<file path="config.mk">
export PLATFORM = sky130hd
export DESIGN_NAME = interval_value_map
export DESIGN_NICKNAME = d
export VERILOG_FILES = /design/src/ivm_pkg.sv /design/src/interval_value_map.sv /design/src/ivm_cell.sv /design/src/ivm_merge.sv
export SDC_FILE = /design/constraint.sdc
export NUM_CORES = 1
export LEC_CHECK = 0
export BUFFER_PORTS_ARGS = -buffer_cell sky130_fd_sc_hd__buf_2
export CORE_MARGIN = 2
export CORE_UTILIZATION = 60
export CTS_CLUSTER_DIAMETER = 60
export DETAILED_ROUTE_END_ITERATION = 10
export HOLD_SLACK_MARGIN = 0.1
export PLACE_DENSITY = 0.87
export SLEW_MARGIN = 20
export SYNTH_ARGS = -nofsm -noshare
export SYNTH_HDL_FRONTEND = slang
export SYNTH_SLANG_ARGS = --single-unit
</file>
<file path="constraint.sdc">
create_clock -name clk_i -period 63.2 [get_ports clk_i]
set_input_delay 12.64 -clock clk_i [delete_from_list [all_inputs] [get_ports clk_i]]
set_output_delay 12.64 -clock clk_i [all_outputs]
set_load 0.005 [all_outputs]
</file>
<file path="src/ivm_pkg.sv">
// ----------------------------------------------------------------------------
// ivm_pkg
// Shared types and constants for the interval value map.
// ----------------------------------------------------------------------------
package ivm_pkg;

  localparam int unsigned TABLE_ENTRIES_DEF = 16;
  localparam int unsigned KEY_W = 32;
  localparam int unsigned VAL_W = 8;

  typedef enum logic [1:0] {
    ST_APPLIED  = 2'd0,
    ST_EMPTY    = 2'd1,
    ST_OVERFLOW = 2'd2
  } status_e;

  typedef enum logic [2:0] {
    S_IDLE,
    S_BUILD,
    S_PAD,
    S_DUMP
  } state_e;

  // Controls broadcast to every table cell.
  typedef struct packed {
    logic rot;     // rotate the live table one cell toward the head
    logic push;    // shift the work row one cell toward the head
    logic commit;  // copy the work row over the live table
  } cell_ctrl_t;

  // Status of the merge unit toward the sequencer.
  typedef struct packed {
    logic rot;
    logic push;
    logic done;
  } merge_st_t;

endpackage

</file>
<file path="src/interval_value_map.sv">
// ----------------------------------------------------------------------------
// interval_value_map
// Sorted breakpoint table held in a ring of cells, updated by range assigns.
// ----------------------------------------------------------------------------
// Usage: each transfer on the input channel (in_valid_i / in_stall_o) assigns
// new_value to keys [range_begin, range_end). The block then sends the whole
// table on the output channel (out_valid_o / out_stall_i), one transfer per
// entry, last_o on the final one; an empty table gives one transfer with
// entry_valid_o low. status_o is the same on every transfer of a run.
// The user must write the default value over the cfg_valid_i / cfg_ready_o
// channel only while the block is idle; the block does not enforce it.
// For each item, the merge pass walks the ring once and emits the two range
// ends; the new entries are then shifted to the head and committed; the dump
// rotates the ring home, one entry per cycle while the output is free. The
// block is busy from an item's transfer until its dump is done and takes no
// new input before then; an ignored range goes straight to the dump.
// A stall on the output holds the dump without losing any entry.
// Reset empties the table and sets the default value to zero.
// ----------------------------------------------------------------------------
module interval_value_map #(
  parameter int unsigned TABLE_ENTRIES = ivm_pkg::TABLE_ENTRIES_DEF
) (
  input  logic               clk_i,
  input  logic               rst_ni,
  input  logic               cfg_valid_i,
  output logic               cfg_ready_o,
  input  logic [7:0]         cfg_data_i,
  input  logic               in_valid_i,
  output logic               in_stall_o,
  input  logic signed [31:0] range_begin_i,
  input  logic signed [31:0] range_end_i,
  input  logic [7:0]         new_value_i,
  output logic               out_valid_o,
  input  logic               out_stall_i,
  output logic [1:0]         status_o,
  output logic               entry_valid_o,
  output logic signed [31:0] entry_key_o,
  output logic [7:0]         entry_value_o,
  output logic               last_o
);
  import ivm_pkg::*;

  localparam int unsigned N  = TABLE_ENTRIES;
  localparam int unsigned CW = $clog2(N + 1);
  localparam int unsigned KW = $clog2(N + 3);
  localparam logic [CW-1:0] NUM_C = CW'(N);
  localparam logic [KW-1:0] NUM_K = KW'(N);

  state_e state_q, state_d;
  status_e status_q, status_d;
  logic [7:0] dflt_q;
  logic signed [31:0] b_q, e_q;
  logic [7:0] v_q;
  logic [CW-1:0] cnt_q, cnt_d, dump_q, dump_d;
  logic [KW-1:0] pad_q, pad_d;

  cell_ctrl_t ctrl;
  merge_st_t  mst;
  logic merge_clr, merge_en, in_xfer, out_free, out_load;
  logic signed [31:0] push_key;
  logic [7:0] push_val;
  logic [KW-1:0] kept;

  logic signed [31:0] tkey [N];
  logic [7:0]         tval [N];
  logic signed [31:0] wkey [N];
  logic [7:0]         wval [N];

  logic out_valid_q, ld_evalid, ld_last;
  status_e out_status_q;
  logic out_evalid_q, out_last_q;
  logic signed [31:0] out_key_q;
  logic [7:0] out_val_q;

  assign in_xfer   = in_valid_i && !in_stall_o;
  assign in_stall_o = (state_q != S_IDLE);
  assign cfg_ready_o = 1'b1;
  assign out_free  = !out_valid_q || !out_stall_i;

  for (genvar g = 0; g < N; g++) begin : g_cell
    localparam int unsigned NX = (g + 1) % N;
    logic signed [31:0] wk_in;
    logic [7:0]         wv_in;
    if (g == N - 1) begin : g_tail
      assign wk_in = (state_q == S_BUILD) ? push_key : '0;
      assign wv_in = (state_q == S_BUILD) ? push_val : '0;
    end else begin : g_mid
      assign wk_in = wkey[NX];
      assign wv_in = wval[NX];
    end
    ivm_cell u_cell (
      .clk_i     (clk_i),
      .ctrl_i    (ctrl),
      .tbl_key_i (tkey[NX]),
      .tbl_val_i (tval[NX]),
      .wrk_key_i (wk_in),
      .wrk_val_i (wv_in),
      .tbl_key_o (tkey[g]),
      .tbl_val_o (tval[g]),
      .wrk_key_o (wkey[g]),
      .wrk_val_o (wval[g])
    );
  end

  ivm_merge #(.TABLE_ENTRIES(N)) u_merge (
    .clk_i      (clk_i),
    .rst_ni     (rst_ni),
    .clr_i      (merge_clr),
    .en_i       (merge_en),
    .head_key_i (tkey[0]),
    .head_val_i (tval[0]),
    .cnt_i      (cnt_q),
    .b_i        (b_q),
    .e_i        (e_q),
    .v_i        (v_q),
    .dflt_i     (dflt_q),
    .st_o       (mst),
    .push_key_o (push_key),
    .push_val_o (push_val),
    .kept_o     (kept)
  );

  always_comb begin
    state_d   = state_q;
    status_d  = status_q;
    cnt_d     = cnt_q;
    dump_d    = dump_q;
    pad_d     = pad_q;
    merge_clr = 1'b0;
    merge_en  = 1'b0;
    ctrl      = '0;
    out_load  = 1'b0;
    ld_evalid = 1'b0;
    ld_last   = 1'b0;
    case (state_q)
      S_IDLE: begin
        if (in_xfer) begin
          dump_d = '0;
          if (range_begin_i >= range_end_i) begin
            status_d = ST_EMPTY;
            state_d  = S_DUMP;
          end else begin
            merge_clr = 1'b1;
            state_d   = S_BUILD;
          end
        end
      end
      S_BUILD: begin
        merge_en  = 1'b1;
        ctrl.rot  = mst.rot;
        ctrl.push = mst.push;
        if (mst.done) begin
          if (kept > NUM_K) begin
            status_d = ST_OVERFLOW;
            state_d  = S_DUMP;
          end else begin
            pad_d   = kept;
            state_d = S_PAD;
          end
        end
      end
      S_PAD: begin
        // Shift the new entries down until the first one sits at the head.
        if (pad_q == NUM_K) begin
          ctrl.commit = 1'b1;
          cnt_d       = kept[CW-1:0];
          status_d    = ST_APPLIED;
          state_d     = S_DUMP;
        end else begin
          ctrl.push = 1'b1;
          pad_d     = pad_q + 1'b1;
        end
      end
      S_DUMP: begin
        if (cnt_q == '0) begin
          if (out_free) begin
            out_load = 1'b1;
            ld_last  = 1'b1;
            state_d  = S_IDLE;
          end
        end else if (dump_q < cnt_q) begin
          if (out_free) begin
            out_load  = 1'b1;
            ld_evalid = 1'b1;
            ld_last   = (dump_q + 1'b1 == cnt_q);
            ctrl.rot  = 1'b1;
            dump_d    = dump_q + 1'b1;
          end
        end else if (dump_q != NUM_C) begin
          ctrl.rot = 1'b1;
          dump_d   = dump_q + 1'b1;
        end else begin
          state_d = S_IDLE;
        end
      end
      default: state_d = S_IDLE;
    endcase
  end

  always_ff @(posedge clk_i or negedge rst_ni) begin
    if (!rst_ni) begin
      state_q     <= S_IDLE;
      status_q    <= ST_APPLIED;
      cnt_q       <= '0;
      dump_q      <= '0;
      pad_q       <= '0;
      dflt_q      <= '0;
      out_valid_q <= 1'b0;
    end else begin
      state_q  <= state_d;
      status_q <= status_d;
      cnt_q    <= cnt_d;
      dump_q   <= dump_d;
      pad_q    <= pad_d;
      if (cfg_valid_i && cfg_ready_o) begin
        dflt_q <= cfg_data_i;
      end
      if (out_load) begin
        out_valid_q <= 1'b1;
      end else if (!out_stall_i) begin
        out_valid_q <= 1'b0;
      end
    end
  end

  always_ff @(posedge clk_i) begin
    if (in_xfer) begin
      b_q <= range_begin_i;
      e_q <= range_end_i;
      v_q <= new_value_i;
    end
    if (out_load) begin
      out_status_q <= status_q;
      out_evalid_q <= ld_evalid;
      out_key_q    <= ld_evalid ? tkey[0] : '0;
      out_val_q    <= ld_evalid ? tval[0] : '0;
      out_last_q   <= ld_last;
    end
  end

  assign out_valid_o   = out_valid_q;
  assign status_o      = out_status_q;
  assign entry_valid_o = out_evalid_q;
  assign entry_key_o   = out_key_q;
  assign entry_value_o = out_val_q;
  assign last_o        = out_last_q;

endmodule

</file>
<file path="src/ivm_cell.sv">
// ----------------------------------------------------------------------------
// ivm_cell
// One table slot: a live entry that rotates around the ring and a work entry
// that shifts in from the tail while a new table is built.
// ----------------------------------------------------------------------------
module ivm_cell (
  input  logic                          clk_i,
  input  ivm_pkg::cell_ctrl_t           ctrl_i,
  input  logic signed [31:0]            tbl_key_i,
  input  logic [7:0]                    tbl_val_i,
  input  logic signed [31:0]            wrk_key_i,
  input  logic [7:0]                    wrk_val_i,
  output logic signed [31:0]            tbl_key_o,
  output logic [7:0]                    tbl_val_o,
  output logic signed [31:0]            wrk_key_o,
  output logic [7:0]                    wrk_val_o
);
  import ivm_pkg::*;

  logic signed [31:0] tbl_key_q, wrk_key_q;
  logic [7:0]         tbl_val_q, wrk_val_q;

  always_ff @(posedge clk_i) begin
    if (ctrl_i.commit) begin
      tbl_key_q <= wrk_key_q;
      tbl_val_q <= wrk_val_q;
    end else if (ctrl_i.rot) begin
      tbl_key_q <= tbl_key_i;
      tbl_val_q <= tbl_val_i;
    end
    if (ctrl_i.push) begin
      wrk_key_q <= wrk_key_i;
      wrk_val_q <= wrk_val_i;
    end
  end

  assign tbl_key_o = tbl_key_q;
  assign tbl_val_o = tbl_val_q;
  assign wrk_key_o = wrk_key_q;
  assign wrk_val_o = wrk_val_q;

endmodule

</file>
<file path="src/ivm_merge.sv">
// ----------------------------------------------------------------------------
// ivm_merge
// Merges the old table, read in order at the ring head, with the new range
// and drops every entry whose value equals the one before it.
// ----------------------------------------------------------------------------
module ivm_merge #(
  parameter int unsigned TABLE_ENTRIES = ivm_pkg::TABLE_ENTRIES_DEF,
  localparam int unsigned CW = $clog2(TABLE_ENTRIES + 1),
  localparam int unsigned KW = $clog2(TABLE_ENTRIES + 3)
) (
  input  logic                 clk_i,
  input  logic                 rst_ni,
  input  logic                 clr_i,
  input  logic                 en_i,
  input  logic signed [31:0]   head_key_i,
  input  logic [7:0]           head_val_i,
  input  logic [CW-1:0]        cnt_i,
  input  logic signed [31:0]   b_i,
  input  logic signed [31:0]   e_i,
  input  logic [7:0]           v_i,
  input  logic [7:0]           dflt_i,
  output ivm_pkg::merge_st_t   st_o,
  output logic signed [31:0]   push_key_o,
  output logic [7:0]           push_val_o,
  output logic [KW-1:0]        kept_o
);
  import ivm_pkg::*;

  localparam logic [CW-1:0] NUM = CW'(TABLE_ENTRIES);

  logic          b_done_q, b_done_d, e_done_q, e_done_d;
  logic [CW-1:0] i_q, i_d, rot_q, rot_d;
  logic [7:0]    tail_q, tail_d, prev_q, prev_d;
  logic [KW-1:0] kept_q, kept_d;
  logic          emit, rot, push, at_end;
  logic signed [31:0] ek;
  logic [7:0]    ev;

  always_comb begin
    b_done_d = b_done_q;
    e_done_d = e_done_q;
    i_d      = i_q;
    rot_d    = rot_q;
    tail_d   = tail_q;
    prev_d   = prev_q;
    kept_d   = kept_q;
    emit     = 1'b0;
    rot      = 1'b0;
    ek       = head_key_i;
    ev       = head_val_i;
    at_end   = (i_q == cnt_i);
    if (en_i) begin
      if (!b_done_q && (at_end || head_key_i >= b_i)) begin
        emit     = 1'b1;
        ek       = b_i;
        ev       = v_i;
        b_done_d = 1'b1;
      end else if (!e_done_q && (at_end || head_key_i > e_i)) begin
        emit     = 1'b1;
        ek       = e_i;
        ev       = tail_q;
        e_done_d = 1'b1;
      end else if (rot_q != NUM) begin
        rot   = 1'b1;
        rot_d = rot_q + 1'b1;
        if (!at_end) begin
          i_d = i_q + 1'b1;
          // Entries inside [begin, end] are overwritten by the new range.
          emit = (head_key_i < b_i) || (head_key_i > e_i);
          if (head_key_i <= e_i) begin
            tail_d = head_val_i;
          end
        end
      end
    end
    push = emit && (ev != prev_q);
    if (push) begin
      prev_d = ev;
      kept_d = kept_q + 1'b1;
    end
    if (clr_i) begin
      b_done_d = 1'b0;
      e_done_d = 1'b0;
      i_d      = '0;
      rot_d    = '0;
      kept_d   = '0;
      tail_d   = dflt_i;
      prev_d   = dflt_i;
    end
  end

  always_ff @(posedge clk_i or negedge rst_ni) begin
    if (!rst_ni) begin
      b_done_q <= 1'b0;
      e_done_q <= 1'b0;
      i_q      <= '0;
      rot_q    <= '0;
      kept_q   <= '0;
      tail_q   <= '0;
      prev_q   <= '0;
    end else begin
      b_done_q <= b_done_d;
      e_done_q <= e_done_d;
      i_q      <= i_d;
      rot_q    <= rot_d;
      kept_q   <= kept_d;
      tail_q   <= tail_d;
      prev_q   <= prev_d;
    end
  end

  assign st_o.rot    = rot;
  assign st_o.push   = push;
  assign st_o.done   = b_done_q && e_done_q && (rot_q == NUM);
  assign push_key_o  = ek;
  assign push_val_o  = ev;
  assign kept_o      = kept_q;

endmodule

</file>
[Yosys cells after proc, flatten, opt, wreduce, memory -nomap -nowiden]
Cells that the tools add are included.
Operators by class
  divide/modulo/power cells: 0
  muxes and demuxes: 157
  shifts and indexed selects: 0
  bitwise logic cells: 0
  multiply operators: 0
  $lt $le $gt $ge: 7
  reduce and logical (&&, ||, !) cells: 38
  $add $sub $neg: 5
  equality and inequality tests: 27
Operators by type and width (count)
  2-to-1 mux 32 bit: 35
  2-to-1 mux 8 bit: 44
  2-to-1 mux 5 bit: 21
  greater-or-equal comparator 32 bit: 2
  2-to-1 mux 1 bit: 38
  greater-than comparator 32 bit: 1
  less-or-equal comparator 32 bit: 1
  less-than comparator 32 bit: 1
  adder 5 x 1 -> 5 bit (second input constant): 5
  2-to-1 mux 3 bit: 7
  inequality test 2 bit (second input constant): 10
  one-hot mux 5 bit (2 select lines): 2
  AND reduction 6 bit: 3
  nonzero test 2 bit: 9
  inequality test 3 bit (second input constant): 5
  2-to-1 mux 2 bit: 6
  one-hot mux 3 bit (4 select lines): 1
  equality test 5 bit: 2
  equality test 5 bit (second input constant): 2
  inequality test 5 bit (second input constant): 2
  AND reduction 5 bit: 2
  inequality test 8 bit: 1
  AND reduction 4 bit: 2
  equality test 3 x 2 -> 1 bit (second input constant): 2
  other kinds (14): 30
Word-level totals
  input bits: 85
  memories: 0
  register bits: 1458
  bits in writable memories: 0
  latch bits: 0
  memory bits (read-only): 0

[Depth between registers and ports, before layout]
Gate-level depths: netlist of run 1.
  depth after elaboration: 10
  depth in mapped cells: 16

[Modules after synthesis]
A second synthesis of run 1 with hierarchy kept.
Unflattened totals
  cell total of the unflattened synthesis: 3095
  area total of the unflattened synthesis: 60585.6 um2
Modules (own cells, without submodules)
  ivm_cell: cells an instance 126, instances 16, seq. area each 2402.3 um2, area each 3096.7 um2
  interval_value_map: cells an instance 506, instances 1, seq. area each 4184.0 um2, area each 6632.6 um2
  ivm_merge: cells an instance 573, instances 1, seq. area each 825.8 um2, area each 4405.5 um2

[Worst setup path before layout of run 1]
OpenSTA, ideal clock, no wires.
  path type: register to register
  start: register g_cell[0].u_cell.tbl_key_q[14]
  end: register g_cell[0].u_cell.tbl_key_q[0] (enable)
  arrival: 31.933 ns
  data required time: 61.391 ns
  path buffers: 1
  stages on the path, launching flop included: 10
  period minus slack after synthesis: 33.742 ns
  path slack: 29.458 ns
  library setup time: 1.809 ns
  cell sequence: edfxtp_1 ha_1 nand4_1 nor4_2 a311o_2 a311oi_2 nor4_2 buf_2 nand2_1 o211ai_1
Between the ends
  longest elaborated chain between the ends: 8
  elaborated cells between the ends (all ways): 11
RTL lines
  from (decl): line ivm_cell.sv:20  | logic signed [31:0] tbl_key_q, wrk_key_q;
  from (signal assigned): line ivm_cell.sv:25  | tbl_key_q <= wrk_key_q;
  from (signal assigned): line ivm_cell.sv:28  | tbl_key_q <= tbl_key_i;
  greater-than comparator 32 bit: line ivm_merge.sv:58  | end else if (!e_done_q && (at_end || head_key_i > e_i)) begin
  logical OR 1 bit: line ivm_merge.sv:58
  logical AND 1 bit: line ivm_merge.sv:58
  2-to-1 mux 1 bit: line ivm_merge.sv:58
  2-to-1 mux 1 bit (*): line ivm_merge.sv:53  | if (!b_done_q && (at_end || head_key_i >= b_i)) begin
  2-to-1 mux 1 bit (*): line ivm_merge.sv:52  | if (en_i) begin
  one-hot mux 1 bit (2 select lines) (*): line interval_value_map.sv:135  | case (state_q)
  nonzero test 2 bit (no source line) (*)
Every way passes the cells marked *; elsewhere a longest branch is shown, timed or not.
A chain may end at the register's enable or synchronous reset.

[Final worst setup path of run 1]
  start: input out_stall_i
  end: register g_cell[10].u_cell.tbl_key_q[6] (enable)
Between the ends
  longest elaborated chain between the ends: 7
RTL lines
  from (decl): line interval_value_map.sv:34  | input logic out_stall_i,
  zero test 1 bit
  logical OR 1 bit: line interval_value_map.sv:78  | assign out_free = !out_valid_q || !out_stall_i;
  2-to-1 mux 1 bit: line interval_value_map.sv:182  | if (out_free) begin
  2-to-1 mux 1 bit: line interval_value_map.sv:181  | end else if (dump_q < cnt_q) begin
  2-to-1 mux 1 bit: line interval_value_map.sv:175  | if (cnt_q == '0) begin
  one-hot mux 1 bit (2 select lines): line interval_value_map.sv:135
  nonzero test 2 bit (no source line)
  to (signal assigned): line ivm_cell.sv:25
  to (signal assigned): line ivm_cell.sv:28
  to (decl): line ivm_cell.sv:20
Every way passes these cells.

==> results of run 1 <==
through the flow:
stage	std cells	area, µm²	power, µW	hold slack (ns)
6_report	4614	63300	3750	0.428
3_5_place_dp	4371	59000	2920	0.430
4_1_cts	4613	63300	3760	0.429
5_1_grt	4613	63300	3910	0.439
2_1_floorplan	3063	56900	3190	0.419
3_3_place_gp	4371	59000	2840	0.423
power by group through the flow:
stage | Combinational [µW] | Clock [µW] | Sequential, µW
final | 850 | 797 | 2100
after global routing | 928 | 839 | 2150
after CTS | 853 | 807 | 2100
after detailed placement | 832 | 0 | 2090
after global placement | 803 | 0 | 2030
after floorplan | 607 | 0 | 2590
cell type report:
| class | count | area (µm²) | area share [%] |
|---|---|---|---|
| tap | 1254 | 1570 | 2.48 |
| clock inverter | 69 | 666 | 1.05 |
| multi-input combinational | 1358 | 12500 | 19.8 |
| sequential | 1457 | 43400 | 68.6 |
| timing repair buffer | 162 | 916 | 1.45 |
| clock buffer | 173 | 3640 | 5.75 |
| inverter | 140 | 527 | 0.832 |
| antenna | 1 | 2.50 | 0.00395 |
sequential cells by signal, summed over array words and instances, names as in the netlist, 32 cells and up:
signal                   count
g_cell.u_cell.tbl_key_o    512
g_cell.u_cell.wrk_val_o    128
b_q                         32
g_cell.u_cell.wrk_key_o    512
g_cell.u_cell.tbl_val_o    128
entry_key_o                 32
e_q                         32
critical path: stages:
cell and delay, ns:
buf_2 0.11, nand2_1 0.15, o2111ai_1 0.18, o211ai_1 0.16, buf_4 0.82, buf_4 0.83
buf_4 0.79, buf_4 0.85, buf_4 0.82
synthesized netlist by cell type (41+ instances only):
| master | instances |
|---|---|
| clkbuf_1 | 92 |
| a21oi_1 | 56 |
| and2_1 | 41 |
| o21ai_0 | 44 |
| mux2i_1 | 45 |
| nor2_1 | 68 |
| dfrtp_1 | 61 |
| mux2_2 | 652 |
| ha_1 | 115 |
| edfxtp_1 | 1396 |
| nand2_1 | 70 |
| inv_1 | 140 |
per-layer routing:
layer | vias up | routed length [µm] | GRT usage, %
li1 | 12300 | - | -
met1 | 13900 | 41800 | 28.0
met2 | 1061 | 52100 | 35.5
met3 | 210 | 6660 | 4.19
met4 | 0 | 2990 | 7.53
met5 | - | 0 | 0
final timing paths:
kind	from	to	slack, ns	depth (start not counted)
setup / recovery	out_stall_i	g_cell[10].u_cell.tbl_key_o[6]$_DFFE_PP_	45.98	9
hold / removal	g_cell[15].u_cell.wrk_val_o[2]$_SDFFCE_PP0P_	g_cell[14].u_cell.wrk_val_o[2]$_DFFE_PP_	0.43	0
setup reg to reg	g_cell[0].u_cell.tbl_key_o[13]$_DFFE_PP_	g_cell[10].u_cell.tbl_key_o[6]$_DFFE_PP_	54.72	14
hold reg to reg	g_cell[15].u_cell.wrk_val_o[2]$_SDFFCE_PP0P_	g_cell[14].u_cell.wrk_val_o[2]$_DFFE_PP_	0.43	0
max in group asynchronous	rst_ni	u_merge.tail_q[2]$_DFFE_PN0P_	50.58	2
min in group asynchronous	rst_ni	state_q[0]$_DFFE_PN0P_	12.09	2
logic make-up (layout without fill, tap and decap cells):
kind of cell,after synthesis,after routing,share of synthesized area [%]
AOI/OAI and AO/OA,255,255,3.02
xor gates and xnor gates,19,19,0.292
adders and majority gates,115,115,2.53
buffers and inverters,248,544,1.66
DFF,1457,1457,76.4
muxes,697,697,13.7
other,1,2,0.00659
and+or+nand+nor,271,271,2.43
==> metrics.cfg, run 1 <==
[floorplanning]
dieArea_um2=97300
core_area_um2=93600
die_w_um=312
ios=132
die_h_um=312
std_cell_rows=112
initial_utilization_pct=60.8

[timing]
grt_setup_unrepaired=false
fin_crit_ns=17.22
fin_crit_sh_pct=27.2
skew_ns=0.0358
setup_tns_ns=0
worstMarginPinSlew_ns=1.14
fmax_ghz=0.0581
worst_slack_ns=45.98
slew_headroom_pct=24.2
setup_viol=0
hold_viol_final=0
maxSlewViolCount=0

[synthesis]
synth_ff_type=edfxtp_1
synth_cell_types=72
ys_top_cells_by_area=edfxtp_1 74%, mux2_2 13%, dfrtp_1 2.7%
syn_area_um2=56900
yosysSeqAreaShare_pct=76.4
synth-edff-count=1396
synth-seq-cells=1457
synth_top_area_share_pct=73.7
yosysWarningCount=0
async_reset_ff_share_pct=4.19
synth_top_area_cell=edfxtp_1
synth_fp_nets=3263
synthCells=3063
postSynthAreaPerCell_um2=18.6

[grt]
grt_pass1_vias=28500
grt_pass1_wl_um=160000
grt.overflow.total=0
grtUsageTotal_pct=21.2
grt_max_degree=189
antenna_found_initial=4

[route]
wl_per_cell_um=22.4
vias=27400
drtIter0Drc=2770
drtAntennaViolNets=0
route.detailed.drc=0
firstDrtPassIters=6
wl_um=103000
avgViaCountPerCell=5.94

[final_layout]
nFillCells=5389
area_growth_pct=11.3
final_common_cell=edfxtp_1
post-route-util_pct=67.6
drive_above_1_share_pct=30.5
num-nets-final=3454
layout_common_cells=1396 x edfxtp_1, 652 x mux2_2, 140 x clkbuf_16

[worst_setup_path]
endpoint_kind=register
critPathArrivalTime_ns=17.56
crit_type=input port to register
required_ns=63.54
startpoint_type=input port
crit_fanout=82

[pwr]
switching_share_pct=30.4
cell_internal_pwr_uw=2610
total_leakage_power_uw=0.0224
power_density_nw_per_um2=59.2
p_clk_share_pct=21.3
combPwrFrac_pct=22.7
ir_drop_mv=0.0558
seqPwrFrac_pct=56.0
p_sw_uw=1140

[flow_run]
cap_violations=0

[status]
outcome=finished, final reports clean

[clock_network]
cts.sinks=1457
cts_root_buffer=clkbuf_16
cts_tree=done
clock_latency_ns=0.74
clk_pin_slew_ns=0.06
cts_hold_buf=0
clk_path_buf_depth=3
postCtsSetupBuffers=0
cts_max_level=4
numCtsBuffers=135
cts.repair.resized=0

[placement]
port-buffer-count=130
place_ws_ns=45.29
place.gp.congestion=0.873
hpwl_um=57900

[worst_hold_path]
hold_class=register to register

(Power assumes the default switching activity.)
==> run 2: changes to the inputs <==
- ABC_AREA: default -> 1
- CORE_UTILIZATION: 60 -> 56
- PLACE_DENSITY: 0.87 -> 0.85
- clock period: 63.2 -> 14.4 ns (I/O delays scaled with it)
==> run 2 against run 1 <==
Effect of this change: synthesized cell count grew 49%; total power grew to 4.4 times the previous value; critical endpoint is now g_cell[1].u_cell.wrk_key_o[16]$_DFFE_PP_; worst setup slack lost 39 ns; critical path type is now register to register; cell count grew 34%; first-iteration DRC count grew 31%; critical path depth grew 19.
==> metrics.cfg, run 2 <==
[status]
outcome=finished, final reports clean  ; unchanged

[clock_network]
cts_max_level=4  ; unchanged
cts_hold_buf=0  ; unchanged
numCtsBuffers=136  ; was 135
cts.sinks=1457  ; unchanged
clk_path_buf_depth=3  ; unchanged
cts_root_buffer=clkbuf_16  ; unchanged
clock_latency_ns=0.74  ; about the same
cts.repair.resized=0  ; unchanged
postCtsSetupBuffers=0  ; unchanged
clk_pin_slew_ns=0.06  ; about the same
cts_tree=done  ; unchanged

[floorplanning]
dieArea_um2=105000  ; was 97300 µm²
core_area_um2=102000  ; was 93600 µm²
die_w_um=324  ; was 312 µm
ios=132  ; unchanged
initial_utilization_pct=56.3  ; was 60.8%
std_cell_rows=117  ; was 112
die_h_um=324  ; was 312 µm

[worst_hold_path]
min_to=g_cell[6].u_cell.wrk_key_o[9]$_DFFE_PP_  ; was g_cell[14].u_cell.wrk_val_o[2]$_DFFE_PP_
worstHoldPathCells=0  ; unchanged
worst_hold_startpoint=g_cell[7].u_cell.wrk_key_o[9]$_DFFE_PP_  ; was g_cell[15].u_cell.wrk_val_o[2]$_SDFFCE_PP0P_
hold_class=register to register  ; unchanged

[placement]
hpwl_um=63400  ; was 57900 µm
port-buffer-count=130  ; unchanged
place_ws_ns=7.18  ; was 45.29 ns
place.gp.congestion=0.881  ; was 0.873
dp.cells=5923  ; was 4371

[synthesis]
ys_top_cells_by_area=edfxtp_1 73%, nand2_1 13%, dfrtp_1 2.7%  ; was edfxtp_1 74%, mux2_2 13%, dfrtp_1 2.7%
synth-edff-count=1396  ; unchanged
synth_fp_nets=4777  ; was 3263
yosysWarningCount=0  ; unchanged
syn_area_um2=57200  ; was 56900 µm²
async_reset_ff_share_pct=4.19  ; unchanged
synthCells=4577  ; was 3063
synth_top_area_cell=edfxtp_1  ; unchanged
synth-seq-cells=1457  ; unchanged
synth.most_common_cell=nand2_1  ; was edfxtp_1
synth_cell_types=53  ; was 72
yosysSeqAreaShare_pct=76.0  ; was 76.4%
synth.top_cells.by_count=2051 x nand2_1, 1396 x edfxtp_1, 225 x inv_1  ; was 1396 x edfxtp_1, 652 x mux2_2, 140 x inv_1
synth_top_area_share_pct=73.3  ; was 73.7%
postSynthAreaPerCell_um2=12.5  ; was 18.6 µm²
synth_ff_type=edfxtp_1  ; unchanged

[worst_setup_path]
rrSetupSlack_ns=7.09  ; was 54.72 ns
endpoint_kind=register  ; unchanged
crit_fanout=78  ; was 82
reg2reg_depth=28  ; was 14
r2r-start=g_cell[0].u_cell.tbl_key_o[11]$_DFFE_PP_  ; was g_cell[0].u_cell.tbl_key_o[13]$_DFFE_PP_
required_ns=14.73  ; was 63.54 ns
cp_slowest_cell=buf_4  ; unchanged
critPathArrivalTime_ns=7.65  ; was 17.56 ns
startpoint_type=register  ; was input port
crit_type=register to register  ; was input port to register
critical_path.most_common_cell=nand2_1  ; was buf_4
reg2reg_to=g_cell[1].u_cell.wrk_key_o[16]$_DFFE_PP_  ; was g_cell[10].u_cell.tbl_key_o[6]$_DFFE_PP_
worstSetupStartpoint=g_cell[0].u_cell.tbl_key_o[11]$_DFFE_PP_  ; was out_stall_i
critical_path.max_stage_delay_ns=0.93  ; was 0.85 ns

[final_layout]
num-nets-final=4893  ; was 3454
area_growth_pct=11.1  ; was 11.3%
multi_input_area_um2=12200  ; was 12500 µm²
drive_above_1_share_pct=8.70  ; was 30.5%
post-route-util_pct=62.5  ; was 67.6%
layout_common_cells=2051 x nand2_1, 1396 x edfxtp_1, 224 x inv_1  ; was 1396 x edfxtp_1, 652 x mux2_2, 140 x clkbuf_16
regArea_um2=43400  ; unchanged
final_common_cell=nand2_1  ; was edfxtp_1
final_cells=6165  ; was 4614
nFillCells=6813  ; was 5389

[route]
route.detailed.drc=0  ; unchanged
firstDrtPassIters=6  ; unchanged
wl_per_cell_um=18.5  ; was 22.4 µm
vias=33600  ; was 27400
wl_um=114000  ; was 103000 µm
drtAntennaViolNets=0  ; unchanged
drtIter0Drc=3615  ; was 2770
avgViaCountPerCell=5.45  ; was 5.94

[timing]
grt_setup_unrepaired=false  ; unchanged
worst_slack_ns=7.09  ; was 45.98 ns
fin_crit_sh_pct=50.8
setup_tns_ns=0  ; unchanged
setup_viol=0  ; unchanged
fmax_ghz=0.137
maxSlewViolCount=0  ; unchanged
skew_ns=0.0341  ; was 0.0358 ns
fin_crit_ns=7.31
slew_headroom_pct=22.9  ; was 24.2%
hold_viol_final=0  ; unchanged
worstMarginPinSlew_ns=1.16  ; was 1.14 ns

[pwr]
switching_share_pct=33.3  ; was 30.4%
p_sw_uw=5470  ; was 1140 µW
combPwrFrac_pct=24.2  ; was 22.7%
power_density_nw_per_um2=259  ; was 59.2 nW/µm²
ir_drop_mv=0.284  ; was 0.0558 mV
cell_internal_pwr_uw=11000  ; was 2610 µW
p_clk_share_pct=21.3  ; about the same
total_leakage_power_uw=0.0251  ; was 0.0224 µW
seqPwrFrac_pct=54.5  ; was 56.0%

[grt]
grt_pass1_wl_um=178000  ; was 160000 µm
grt_pass1_vias=34100  ; was 28500
antenna_found_initial=6  ; was 4
grt.overflow.total=0  ; unchanged
grt_max_degree=244  ; was 189
grtUsageTotal_pct=21.9  ; was 21.2%

[flow_run]
cap_violations=0  ; unchanged

## run 2: changes by cell type after synthesis, sizes merged, moves of 17 or more
cell / change
a211oi: -36
a21oi: +30
and2: -41
clkbuf: +78
inv: +88
mux2: -645
mux2i: -45
nand2: +2000
nand3: +56
nor2: +34
o21ai: +105
o22ai: -17
## run 2: worst max-delay path, delay by kind of cell, from the launching register on
| kind | cells | cell delay [ns] |
|---|---|---|
| AOI/OAI and AO/OA | 1 | 0.84 |
| and+or+nand+nor | 21 | 2.60 |
| buffers and inverters | 5 | 2.51 |
| DFF | 1 | 0.45 |
| adders and majority gates | 1 | 0.33 |
## run 2: area by class of cell
cell class	instances	area share, %
sequential	1457	68.4
multi-input combinational	2705	19.2
clock buffer	169	5.73
tap	1368	2.70
timing repair buffer	160	1.52
inverter	233	1.39
clock inverter	71	1.06
antenna	2	0.00788
## run 2: cell families after synthesis
group,synth area share (%)
AND/OR/NAND/NOR,15.8
flip-flops,76.0
buffers and inverters,2.79
AO/OA/AOI/OAI,2.57
adder cells (fa/ha/maj),2.52
XOR/XNOR,0.214
multiplexers,0.138
other,0.00656
## run 2: how the worst max path moves through the flow
stage	endpoint	slack [ns]
2_1_floorplan	g_cell[0].u_cell.wrk_key_o[0]$_DFFE_PP_	0.66
3_3_place_gp	g_cell[0].u_cell.wrk_key_o[21]$_DFFE_PP_	7.34
3_5_place_dp	g_cell[0].u_cell.wrk_key_o[31]$_DFFE_PP_	7.18
4_1_cts	g_cell[0].u_cell.wrk_key_o[16]$_DFFE_PP_	7.15
5_1_grt	g_cell[0].u_cell.wrk_key_o[18]$_DFFE_PP_	6.57
6_report	g_cell[1].u_cell.wrk_key_o[16]$_DFFE_PP_	7.09
## run 2: metal layers
metal  up-vias  wire (µm)  track usage (%)
li1      15700          -                -
met4         2       4220             9.57
met3       259       7610             3.98
met2      1357      57400             37.1
met5         -         10                0
met1     16300      44700             27.8
## run 2: power groups by stage
stage	Sequential, µW	Clock (µW)	Combinational (µW)
2_1_floorplan	9520	0	2660
3_3_place_gp	8780	0	3710
3_5_place_dp	8960	0	3870
4_1_cts	8960	3540	3980
5_1_grt	9180	3690	4450
6_report	8960	3510	3970
## run 2: per-stage QoR
stage	hold slack [ns]	power, µW	area (µm²)
after floorplan	0.425	12200	57200
after detailed placement	0.432	12800	59200
after CTS	0.440	16500	63500
final	0.439	16400	63500
after global routing	0.444	17300	63500
after global placement	0.427	12500	59200
